**config.mk**
```make
export PLATFORM = sky130hd
export DESIGN_NAME = pcsf_ram
export DESIGN_NICKNAME = d
export VERILOG_FILES = /design/src/sv/pcsf_ram.sv
export SDC_FILE = /design/constraint.sdc
export NUM_CORES = 1
export LEC_CHECK = 0
export BUFFER_PORTS_ARGS = -buffer_cell sky130_fd_sc_hd__buf_2
export CORE_AREA = 2 2 491 493
export CTS_CLUSTER_SIZE = 16
export DETAILED_ROUTE_END_ITERATION = 8
export DIE_AREA = 0 0 493 495
export HOLD_SLACK_MARGIN = 0.05
export SLEW_MARGIN = 40
export SYNTH_ARGS = -nofsm -noshare
export SYNTH_HDL_FRONTEND = slang
export SYNTH_SLANG_ARGS = --single-unit
```
**constraint.sdc**
```tcl
create_clock -name clk -period 3 [get_ports clk]
set_input_delay 0.3 -clock clk [delete_from_list [all_inputs] [get_ports clk]]
set_output_delay 0.3 -clock clk [all_outputs]
set_load 0.01 [all_outputs]
```
**src/sv/pcsf_ram.sv**
```systemverilog
// Generic simple dual-port RAM with one write port and a registered read port.
module pcsf_ram #(
    parameter int W = 24,
    parameter int D = 64,
    parameter int AW = (D > 1) ? $clog2(D) : 1
) (
    input  logic          clk,
    input  logic          we,
    input  logic [AW-1:0] waddr,
    input  logic [W-1:0]  wdata,
    input  logic [AW-1:0] raddr,
    output logic [W-1:0]  rdata
);

    logic [W-1:0] mem [D];
    logic [W-1:0] rdata_reg;

    // Write and registered read.
    always_ff @(posedge clk)
    begin
        if (we)
        begin
            mem[waddr] <= wdata;
        end
        rdata_reg <= mem[raddr];
    end

    assign rdata = rdata_reg;

endmodule

```
Yosys cells after proc, flatten, opt, wreduce, memory -nomap -nowiden. Memory sizes are Yosys's and may differ from the RTL's. A register that Yosys moved wholly into a read port is not among the register bits. Cells that the tools add are included.

Flip-flop bits (word level): 0. Latch bits: 0. Bits in writable memories: 1536. Memory bits (read-only): 0. Output and inout port bits: 24. Logic and storage cells: 3. Memories: 1.

Add/subtract/negate cells: 0. Multipliers: 0. Divide/modulo/power cells: 0. Order comparisons: 0. Equality and inequality tests: 0. Shift-type cells: 0. Muxes and demuxes: 2. Bitwise operators: 0. Reduce and logical (&&, ||, !) cells: 0.

Memories: mem (words 64, bits a word 24, read ports 1, clocked after Yosys merged registers in 1, wr ports 1, RTL line 15) `logic [W-1:0] mem [D];`.

Operators by type and width (count): 1-bit two-way mux (2).

Depth between registers and ports, before layout.
Depth in word-level cells: 2. Gate-level depth with buffers: 9.

Worst setup path after synthesis. No wires, ideal clock.

Path kind: input to register. From: input port waddr[3]. To: memory mem[48][0], enable pin. Setup time: 0.435 ns. Arrival: 2.462 ns. Required time: 2.565 ns. Slack: 0.103 ns. Stages on the path: 4. Cell sequence: clkbuf_1 nor2b_1 nand4b_1 nor3_1.

RTL lines: start, declared (RTL line 9) `input logic [AW-1:0] waddr,`; end, declared (RTL line 15).

Straight into the memory's write port.

==> impl_metrics.py <==
metrics = {
    "timing": {
        "finalWorstPathRequiredPeriod_ps": 2271,
        "unrepaired_setup_endpoints_after_global_routing": "false",
        "final-hold-violation-count": 0,
        "setup_viol": 0,
        "tightest_slew_ps": 842.7,
        "period_share_pct": 75.69,
        "hold-worst-slack_ps": 77.15,
        "finalMaxSlewViolations": 0,
        "layout_setup_ws_ps": 729.3,
        "fin_tns_setup_ps": 0,
        "final.setup_skew_ps": 23.72,
        "max_freq_mhz": 440.4,
        "maxSlewHeadroom_pct": 43.82,
    },
    "setup_path": {
        "crit_path_end_kind": "flip-flop",
        "setup_crit_start_kind": "flip-flop",
        "crit_required_ps": 3660,
        "cp.arrival_ps": 2930,
        "critical_path.max_fanout": 1,
        "crit_type": "reg2reg",
    },
    "floorplanning": {
        "initial_core_util_pct": 24.79,
        "design.core.area_um2": 239200,
        "core.rowCount": 180,
        "fp.dieH_um": 495,
        "die_w_um": 493,
        "floorplan.io_pins": 62,
        "floorplan.die_area_um2": 244000,
    },
    "global_routing": {
        "grt_antenna_before_repair": 15,
        "gr-usage-all-layers_pct": 11.69,
        "grt_max_degree": 65,
        "globalRoute.totalOverflow": 0,
        "grt_pass1_vias": 28680,
        "global_route_wire_length_before_repair_um": 209100,
    },
    "layout": {
        "filler_cell_count": 23190,
        "largest_register_ffs": 1536,
        "syn_to_final_growth_pct": 18.05,
        "layout_cells_sized_above_1_pct": 31.52,
        "number_of_nets_in_the_final_layout": 2916,
        "final_cell_count_no_fill": 6195,
    },
    "clock_tree": {
        "clock_path_buffers": 3,
        "cts_resized": 0,
        "cts_inserted_buffers": 153,
        "cts_htree_levels": 4,
        "cts.clk_slew.worst_paths_ps": 60,
        "clk-insertion-delay-late_ps": 770,
        "cts.repair_timing.setup_buffer_count": 0,
        "clock-sinks": 1560,
        "clock_tree.root_cell": "clkbuf_16",
        "cts_tree": "yes",
    },
    "drt": {
        "drt-initial-drc-count": 2883,
        "drt-pass1-iter-count": 7,
        "drc": 0,
        "routedWlPerCell_um": 23.38,
        "drt-total-wl_um": 144800,
        "detailroute.via_count": 27980,
        "post_drt_via_cell_ratio": 4.517,
        "antenna_left": 0,
    },
    "logic_synthesis": {
        "yosysWarnings": 0,
        "synth_top_family_by_area": "multiplexers",
        "synth_largest_type_area_fraction_pct": 77.79,
        "synthAdderAreaFrac_pct": 0,
        "yosys-top-cells-count": "edfxtp_1 (1,536), mux4_2 (355), mux2i_1 (95), nor2_1 (80)",
        "synth_most_common_cell": "edfxtp_1",
        "yosys.area_share.simple_pct": 1.557,
        "synth_xor_area_share_pct": 0,
        "synth_edf_count": 1536,
        "synth.area.mux_share_pct": 16.09,
        "yosysUniqueCellTypes": 40,
        "asyncSetResetFlopFracSynth_pct": 0,
        "yosysTopAreaCell": "edfxtp_1",
        "post_syn_instances": 2610,
        "synth-seq-cells": 1560,
        "predominant_post_synthesis_flop_cell": "edfxtp_1",
        "synth_compound_gate_area_share_pct": 2.441,
        "yosysSeqAreaShare_pct": 78.60,
        "synth.cell_area_um2": 59300,
        "syn_nets": 2648,
        "leading_cell_types_by_total_area_after_synthesis": "edfxtp_1 (78%), mux4_2 (13%), mux2i_1 (1.6%), mux2_2 (1.0%), dfxtp_1 (0.81%)",
        "synth_area_per_cell_um2": 22.72,
    },
    "pwr": {
        "vdd.ir_drop.worst_uv": 626.9,
        "powerDensity_nw_per_um2": 655.9,
        "clkPwrFrac_pct": 42.4,
        "share_comb_of_total_power_pct": 4.9,
        "static-leakage-power_nw": 21.60,
        "swShare_pct": 20.61,
        "power.sequential.fraction_pct": 52.7,
        "net_load_switching_power_mw": 9.465,
        "internal-power_mw": 36.45,
    },
    "run_status": {
        "status": "complete, no violations",
    },
    "min_path": {
        "timing.hold.worst.class": "in2reg",
    },
    "placed_design": {
        "post-place-ws_ps": 101.8,
        "dpl.cell_count": 5898,
        "port-buffer-count": 61,
        "place_hpwl_um": 87120,
        "routability_congestion_estimate": 0.7662,
    },
    "run": {
        "timing.max_cap.violations": 0,
    },
}
==> stage by stage <==
| stage | area (um^2) | total power [mW] | util [%] |
|---|---|---|---|
| after global routing | 69980 | 47.29 | 29.26 |
| after detailed placement | 64760 | 26.95 | 27.08 |
| after global placement | 64700 | 26.91 | 27.05 |
| after CTS | 69970 | 46.36 | 29.25 |
| after floorplan | 59300 | 25.84 | - |
| final | 70000 | 45.91 | 29.27 |
==> logic make-up (layout without fill, tap and decap cells) <==
logic type             after synthesis  in the layout
AND/OR/NAND/NOR                    196            196
multiplexers                       503            503
AO/OA/AOI/OAI                      207            207
flip-flops                        1560           1560
other                                0              6
buffers and inverters              144            538
==> cells in the final DEF, fill, tap and decap left out, types with 24 or more instances in the layout <==
master     Yosys  routed
dfxtp_1       24      24
buf_4         31     179
buf_12         0      24
o22ai_1       53      53
a22oi_1       29      29
a221oi_1      52      51
mux2_2        53      53
mux4_2       355     355
nor2_2         0      59
clkinv_1       1      27
clkbuf_1      44      33
buf_2         45      39
mux2i_1       95      95
nand2_1       36      36
clkbuf_16      0     161
edfxtp_1    1536    1536
==> metal layers <==
metal	GRT usage [%]	wire length, um	share of wire [%]	up-vias
met1	15.23	59740	41	15220
li1	-	-	-	11680
met4	3.313	3323	2.3	0
met2	20.28	74180	51	871
met3	1.593	7605	5.3	206
met5	0	0	0	-
==> layout make-up <==
cell class                 instances  area (um^2)  area share [%]
clock buffer                     208         4345           6.208
antenna                            6        15.01         0.02145
clock inverter                    73        775.7           1.108
tap                             3185         3985           5.693
sequential                      1560        46600           66.58
inverter                           2        7.507         0.01073
timing repair buffer             255         2163           3.091
multi-input combinational        906        12100           17.29
==> critical path, cell delays in order, from the launching register on <==
cell and delay (ps):
edfxtp_1 370, mux4_2 480, mux2_2 300, a221oi_1 660, a31oi_1 80, buf_4 170, o21a_1 90
==> worst paths after layout <==
| path | startpoint | to | slack, ps | cells past startpoint |
|---|---|---|---|---|
| max reg2reg | mem[55][7] | rdata[7] | 730 | 6 |
| min | wdata[12] | mem[44][12] | 80 | 1 |
| max | mem[55][7] | rdata[7] | 730 | 6 |
| min reg2reg | mem[46][22] | rdata[22] | 910 | 4 |
==> what timing repair did <==
action	4_1_cts	5_1_grt
hold buffers	9	1
endpoints found under the setup margin	0	0
endpoints found under the hold margin	205	35
==> power by group through the flow <==
stage	sequential (mW)	clock [mW]	combinational, mW
after floorplan	24.6	0	1.19
after global placement	24.7	0	2.23
after detailed placement	24.7	0	2.27
after CTS	24.2	19.9	2.28
after global routing	24.2	20.7	2.39
final	24.2	19.5	2.24
Power figures use the tool's default switching activity.
