`src/sv/pcsf_pkg.sv`:
```
// Shared types, codes, constants and helpers of the palette sweep crossfade engine.
package pcsf_pkg;

    // Default sizes of the strip and of the palette.
    localparam int DEF_LED_COUNT     = 1024;
    localparam int DEF_PALETTE_DEPTH = 64;

    // Widths of the shared divider, of colours, of entry counts and of the configuration registers and their indexes.
    localparam int DIV_W    = 16;
    localparam int COLOUR_W = 24;
    localparam int COUNT_W  = 7;
    localparam int CFG_W    = 11;
    localparam int CFG_IDX_W = 3;

    // Command codes.
    localparam logic [2:0] FN_STAGE  = 3'd0;
    localparam logic [2:0] FN_COMMIT = 3'd1;
    localparam logic [2:0] FN_SINGLE = 3'd2;
    localparam logic [2:0] FN_QUERY  = 3'd3;
    localparam logic [2:0] FN_TICK   = 3'd4;

    // Configuration register indexes.
    localparam logic [CFG_IDX_W-1:0] REG_FILL_STEP  = 3'd0;
    localparam logic [CFG_IDX_W-1:0] REG_FADE_WIDTH = 3'd1;
    localparam logic [CFG_IDX_W-1:0] REG_THRESHOLD  = 3'd2;
    localparam logic [CFG_IDX_W-1:0] REG_RED_GAIN   = 3'd3;
    localparam logic [CFG_IDX_W-1:0] REG_GREEN_GAIN = 3'd4;
    localparam logic [CFG_IDX_W-1:0] REG_BLUE_GAIN  = 3'd5;

    // Reset values of the configuration registers.
    localparam logic [7:0]       RST_FILL_STEP  = 8'd16;
    localparam logic [7:0]       RST_FADE_WIDTH = 8'd12;
    localparam logic [7:0]       RST_THRESHOLD  = 8'd5;
    localparam logic [CFG_W-1:0] RST_RED_GAIN   = 11'd1024;
    localparam logic [CFG_W-1:0] RST_GREEN_GAIN = 11'd768;
    localparam logic [CFG_W-1:0] RST_BLUE_GAIN  = 11'd922;

    // One command beat.
    typedef struct packed {
        logic [2:0]  func;
        logic [5:0]  entry_index;
        logic [6:0]  entry_count;
        logic [9:0]  led_index;
        logic [7:0]  red_in;
        logic [7:0]  green_in;
        logic [7:0]  blue_in;
    } in_t;

    // One result beat.
    typedef struct packed {
        logic [7:0] red_out;
        logic [7:0] green_out;
        logic [7:0] blue_out;
        logic       wipe_active;
        logic       applied;
    } out_t;

    // Scales a raw byte by a Q10 gain, truncating and saturating at full scale.
    function automatic logic [7:0] gain_ch(input logic [7:0] raw, input logic [CFG_W-1:0] gain);
        logic [18:0] prod;
        prod = 19'(raw) * 19'(gain);
        gain_ch = (prod[18:10] > 9'd255) ? 8'hFF : prod[17:10];
    endfunction

endpackage

```
`src/sv/pcsf_div.sv`:
```
// Unsigned restoring divider producing one quotient bit per cycle.
module pcsf_div (
    input  logic                    clk,
    input  logic                    rst_n,
    input  logic                    start,
    input  logic [pcsf_pkg::DIV_W-1:0] num,
    input  logic [pcsf_pkg::DIV_W-1:0] den,
    output logic                    run,
    output logic                    done,
    output logic [pcsf_pkg::DIV_W-1:0] quot
);
    import pcsf_pkg::*;

    localparam int CW = $clog2(DIV_W + 1);

    logic [DIV_W-1:0] quot_reg, quot_next;
    logic [DIV_W-1:0] rem_reg, rem_next;
    logic [DIV_W-1:0] den_reg, den_next;
    logic [CW-1:0]    cnt_reg, cnt_next;
    logic             run_reg, run_next;
    logic             done_reg, done_next;
    logic [DIV_W:0]   shifted;
    logic [DIV_W:0]   trial;

    // One shift-and-subtract step per cycle.
    always_comb
    begin
        quot_next = quot_reg;
        rem_next  = rem_reg;
        den_next  = den_reg;
        cnt_next  = cnt_reg;
        run_next  = run_reg;
        done_next = 1'b0;
        shifted   = {rem_reg, quot_reg[DIV_W-1]};
        trial     = shifted - {1'b0, den_reg};
        if (start)
        begin
            quot_next = num;
            rem_next  = '0;
            den_next  = den;
            cnt_next  = CW'(DIV_W);
            run_next  = 1'b1;
        end
        else if (run_reg)
        begin
            if (shifted >= {1'b0, den_reg})
            begin
                rem_next  = trial[DIV_W-1:0];
                quot_next = {quot_reg[DIV_W-2:0], 1'b1};
            end
            else
            begin
                rem_next  = shifted[DIV_W-1:0];
                quot_next = {quot_reg[DIV_W-2:0], 1'b0};
            end
            cnt_next = cnt_reg - 1'b1;
            if (cnt_reg == CW'(1))
            begin
                run_next  = 1'b0;
                done_next = 1'b1;
            end
        end
    end

    always_ff @(posedge clk or negedge rst_n)
    begin
        if (!rst_n)
        begin
            run_reg  <= 1'b0;
            done_reg <= 1'b0;
            cnt_reg  <= '0;
        end
        else
        begin
            run_reg  <= run_next;
            done_reg <= done_next;
            cnt_reg  <= cnt_next;
        end
    end

    always_ff @(posedge clk)
    begin
        quot_reg <= quot_next;
        rem_reg  <= rem_next;
        den_reg  <= den_next;
    end

    assign run  = run_reg;
    assign done = done_reg;
    assign quot = quot_reg;

endmodule

```
`config.mk`:
```
export PLATFORM = sky130hd
export DESIGN_NAME = pcsf_div
export DESIGN_NICKNAME = d
export VERILOG_FILES = /design/src/sv/pcsf_pkg.sv /design/src/sv/pcsf_div.sv
export SDC_FILE = /design/constraint.sdc
export NUM_CORES = 1
export LEC_CHECK = 0
export BUFFER_PORTS_ARGS = -buffer_cell sky130_fd_sc_hd__buf_2
export CAP_MARGIN = 20
export CORE_UTILIZATION = 40
export CTS_CLUSTER_SIZE = 20
export DETAILED_ROUTE_END_ITERATION = 10
export GPL_TIMING_DRIVEN = 0
export PLACE_DENSITY = 0.62
export SLEW_MARGIN = 20
export SYNTH_ARGS = -nofsm -noshare
export SYNTH_HDL_FRONTEND = slang
export SYNTH_SLANG_ARGS = --single-unit
```
`constraint.sdc`:
```
create_clock -name clk -period 3.1 [get_ports clk]
set_clock_uncertainty 0.1 [all_clocks]
set_input_delay 0.62 -clock clk [delete_from_list [all_inputs] [get_ports clk]]
set_output_delay 0.62 -clock clk [all_outputs]
set_load 0.005 [all_outputs]
```
---- Word level (Yosys, flattened, before mapping) ----
Cells that the tools add are included.
word-level totals
  register bits ........................... 55
  input bits .............................. 35
  output and inout bits ................... 18
  word-level logic and storage cells ...... 23
cells by class
  add/subtract/negate cells ............... 2
  magnitude comparators ................... 1
  equal/unequal tests ..................... 1
  muxes and demuxes ....................... 12
  reduce and logical (&&, ||, !) cells .... 1
operators with widths
  kind                                                                   count
  16-bit 2-to-1 mux                                                      3
  17-bit by 16-bit >= comparator with 1-bit output                       1
  16-bit subtractor                                                      1
  5-bit 2-to-1 mux                                                       2
  1-bit 2-to-1 mux                                                       7
  5-bit by 1-bit equality test with 1-bit output, second input constant  1
  5-bit by 1-bit subtractor with 5-bit output, second input constant     1
  2-bit nonzero test                                                     1

---- Longest topological paths before layout ----
  word-level depth ........................ 4
  gate-level depth with buffers ........... 10
  depth with buffers taken out ............ 10

---- Worst setup path after synthesis ----
No wires, ideal clock.
  path type ............................... register to register
  from .................................... reg den_reg[14]
  to ...................................... reg rem_reg[0]
  library setup time ...................... 0.079 ns
  arrival time ............................ 2.200 ns
  data required time ...................... 2.921 ns
  path slack .............................. 0.720 ns
  stages on the path, launching flop included .. 10
  path buffers ............................ 1
  period minus slack after synthesis ...... 2.380 ns
  cells stage by stage .................... edfxtp_1 > inv_1 > ha_1 > a21o_1 > a211o_1 > a211o_1 > o22a_1 > buf_6 > mux2_4 > a211oi_2
on the way
  longest elaborated chain between the ends .. 2
RTL lines
  what                                              line            RTL
  start: declaration                                pcsf_div.sv:18  logic [DIV_W-1:0] den_reg, den_next;
  start signal: assignment                          pcsf_div.sv:85  den_reg <= den_next;
  17-bit by 16-bit >= comparator with 1-bit output  pcsf_div.sv:46  if (shifted >= {1'b0, den_reg})
  16-bit 2-to-1 mux                                 pcsf_div.sv:46
  end signal: assignment                            pcsf_div.sv:84  rem_reg <= rem_next;
  end: declaration                                  pcsf_div.sv:17  logic [DIV_W-1:0] rem_reg, rem_next;
No other way between the ends.
A chain may end at the register's enable or synchronous reset.

---- Worst setup path in the final report ----
  from .................................... reg quot_reg[15], in the netlist quot[15]
  to ...................................... reg rem_reg[14]
on the way
  longest elaborated chain between the ends .. 2
RTL lines
  what                                                                                   line                            RTL
  start: declaration                                                                     pcsf_div.sv:16                  logic [DIV_W-1:0] quot_reg, quot_next;
  start signal: assignment                                                               pcsf_div.sv:83                  quot_reg <= quot_next;
  16-bit subtractor or 17-bit by 16-bit >= comparator with 1-bit output (tied branches)  pcsf_div.sv:35, pcsf_div.sv:46
  16-bit 2-to-1 mux (*)                                                                  pcsf_div.sv:46
Every way passes the cells marked *; elsewhere a longest branch is shown, timed or not.

==> run_results.csv <==
group,metric,value,unit
yosys,synthFlopType,"edfxtp_1",
floorplanning,coreArea,7290,µm²
placement,routabilityCongestion,0.813,
setup_path,slowest_delay,0.42,ns
clocking,cts_max_path_buffers,2,
placement,port_buffers,52,
yosys,synth_fp_nets,335,
timing,final_hold_viol_count,0,
route,vias,2190,
setup_path,critPathBufInv,1,
placement,dp.final_hpwl,4490,µm
setup_path,timing.rr.start,"quot[15]$_DFFE_PP_",
clocking,clk_latency,0.32,ns
yosys,synthTopCellsByArea,"edfxtp_1 (32%), dfxtp_1 (11%), ha_1 (7.4%)",
clocking,clock_sinks,55,
route,ant_nets,0,
grt,grtUsageMet1,23.3,%
hold_path,hold_class,"in -> async",
final_layout,areaGrowthSynthToFinish,16.1,%
clocking,cts_resized,0,
yosys,synth_area,3030,µm²
floorplanning,pin_count,53,
timing,fin_setup_tns,0,ns
setup_path,cp_slowest_cell,"fa_1",
final_layout,fillers,722,
setup_path,rrSetupSlack,0.45,ns
floorplanning,die_height,89.0,µm
clocking,clkTransAtPathRegs,0.11,ns
power_and_ir_drop,p_leak,0.00151,µW
route,dr.pass1.iters,4,
yosys,seq_area_frac_synth,48.1,%
grt,grt_pass1_wl,10200,µm
timing,max_clock_freq,377,MHz
run_status,status,"complete, no violations",
run,maxCapViolations,0,
yosys,synth_async_sr_flop_share,12.7,%
clocking,cts_inserted_buffers,5,
setup_path,r2r-end,"rem_reg[14]$_SDFFE_PP0P_",
yosys,synth-edff-count,32,
final_layout,multi_input_area,1450,µm²
final_layout,nNetsFinal,394,
yosys,netlist_top_cells_count,"edfxtp_1 (32), nor2_1 (29), inv_1 (20), nand2_1 (20), ha_1 (18)",
route,route.detailed.drc,0,
timing,slew_violations,0,
grt,antenna_found_initial,0,
grt,grt_use_total,17.0,%
grt,grtUsageMet2,27.6,%
setup_path,rr_worst_depth,10,
route,wl_per_cell,13.6,µm
yosys,ys_warn_count,0,
clocking,holdBufCountCts,0,
clocking,cts_tree,"yes",
final_layout,diodes,0,
setup_path,critPathCaptureType,"register",
yosys,yosys.area.top_type_share,31.7,%
grt,grt_max_degree,21,
yosys,ys_ff_latch,55,
timing,period_needed,2.65,ns
power_and_ir_drop,power_density,543,nW/µm²
grt,grt_use_met3,3.32,%
floorplanning,die_w,89.0,µm
route,wirelength,5990,µm
route,drt-initial-drc-count,103,
floorplanning,fp-row-count,31,
timing,tightest_slew,0.642,ns
setup_path,path_max_fanout,3,
clocking,cts_root_buf,"clkbuf_8",
route,routed_via_density,4.98,
grt,grt_overflow,0,
setup_path,cpMostUsedCell,"o211ai_1",
setup_path,setup.worst_path.start,"quot[15]$_DFFE_PP_",
floorplanning,start_util,41.5,%
setup_path,path_delay_family,"compound AO/OA/AOI/OAI gates",
yosys,syn_area_per_cell,10.8,µm²
clocking,htree_levels,2,
floorplanning,die-area,7920,µm²
yosys,synth_area_leader_cell,"edfxtp_1",
yosys,synth.most_common_cell,"edfxtp_1",
yosys,synthCells,281,
final_layout,seqCellArea,1460,µm²
clocking,postCtsSetupBuffers,0,
timing,rsz0062_at_grt,"no",
grt,grt_pass1_vias,2120,
final_layout,drive_gt1_share,24.9,%
setup_path,path_cells,"inv_1, ha_1, fa_1, nor2b_1, o2111ai_1, a21oi_1, o211ai_1, and4b_1, nor3_1, o211ai_1",
timing,setup_violations,0,
grt,busiest_layer,"met2",
power_and_ir_drop,vdd_drop_max,0.000257,V
timing,timing.slew.headroom,57.2,%
setup_path,cp.arrival,2.76,ns
setup_path,critPathKind,"reg -> reg",
timing,period_share,85.6,%
setup_path,worstPathRequired,3.21,ns
yosys,ys_types,50,
setup_path,start_kind,"register",
power_and_ir_drop,p_total,1910,µW
worst max path at each step:
stage | depth (start not counted) | slack [ns] | endpoint
after detailed placement | 4 | 0.38 | quot[8]$_DFFE_PP_
after global routing | 10 | 0.16 | rem_reg[14]$_SDFFE_PP0P_
after global placement | 4 | 0.39 | quot[12]$_DFFE_PP_
after floorplan | 9 | 0.72 | rem_reg[0]$_SDFFE_PP0P_
after CTS | 10 | 0.42 | rem_reg[14]$_SDFFE_PP0P_
final | 10 | 0.45 | rem_reg[14]$_SDFFE_PP0P_
metrics by stage:
step,cell area (µm²),std cells,hold slack (ns),util (%),worst slack [ns]
after floorplan,3030,281,0.224,-,0.720
after global placement,3410,432,0.363,46.8,0.390
after detailed placement,3410,432,0.364,46.8,0.379
after CTS,3510,440,0.0157,48.2,0.421
after global routing,3510,440,0.0187,48.2,0.159
final,3510,440,0.0126,48.2,0.447
placed cells by master, fill, tap and decap left out, drive strengths merged, types with 2 or more instances in the layout:
master	Yosys	layout
dfxtp	16	16
mux2	17	17
clkinv	0	2
a21oi	12	12
and2	2	2
edfxtp	32	32
a31oi	3	3
ha	18	18
o21ai	9	9
mux2i	11	11
nor2	29	29
nand4	2	2
nand2b	4	4
a21o	4	4
xor2	4	4
dfrtp	7	7
and3	2	2
nor3	4	4
o21a	2	2
a21boi	2	2
o211ai	3	3
a211oi	12	12
clkbuf	9	14
buf	2	54
nand2	20	20
a211o	2	2
inv	20	21
nor2b	4	4
xnor2	12	12
cell families (layout without fill, tap and decap cells):
logic type | Yosys count | after routing | share of synthesized area (%)
flip-flops | 55 | 55 | 48.1
XOR/XNOR | 16 | 16 | 4.63
multiplexers | 28 | 28 | 10.1
buffers and inverters | 31 | 91 | 4.13
AND/OR/NAND/NOR | 74 | 74 | 11.4
AO/OA/AOI/OAI | 58 | 58 | 13.5
adder cells (fa/ha/maj) | 19 | 19 | 8.10
final cells by class:
| type | count | share of cell area, % |
|---|---|---|
| Buffer | 11 | 1.42 |
| Clock buffer | 5 | 1.96 |
| Clock inverter | 3 | 0.962 |
| Inverter | 20 | 2.14 |
| Multi-Input combinational cell | 195 | 41.1 |
| Sequential cell | 55 | 41.5 |
| Tap cell | 99 | 3.53 |
| Timing Repair Buffer | 52 | 7.41 |
worst reg2reg max path, cell delays in order, from the launching register on:
cell	delay (ns)
edfxtp_1	0.37
inv_1	0.07
ha_1	0.23
fa_1	0.42
nor2b_1	0.20
o2111ai_1	0.15
a21oi_1	0.29
o211ai_1	0.16
and4b_1	0.22
nor3_1	0.22
o211ai_1	0.13
where the power goes:
group | total, µW | switching [µW] | internal (µW) | leakage [µW]
sequential | 948 | 66.0 | 882 | 0.000541
clock | 439 | 268 | 171 | 0.0000515
combinational | 520 | 269 | 251 | 0.000918
layer usage:
metal	wire length, µm	vias up
li1	-	1123
met1	2960	1026
met2	2760	35
met3	199	6
met4	67	0
met5	0	-
Note: power is estimated with default switching activity, not from simulation.
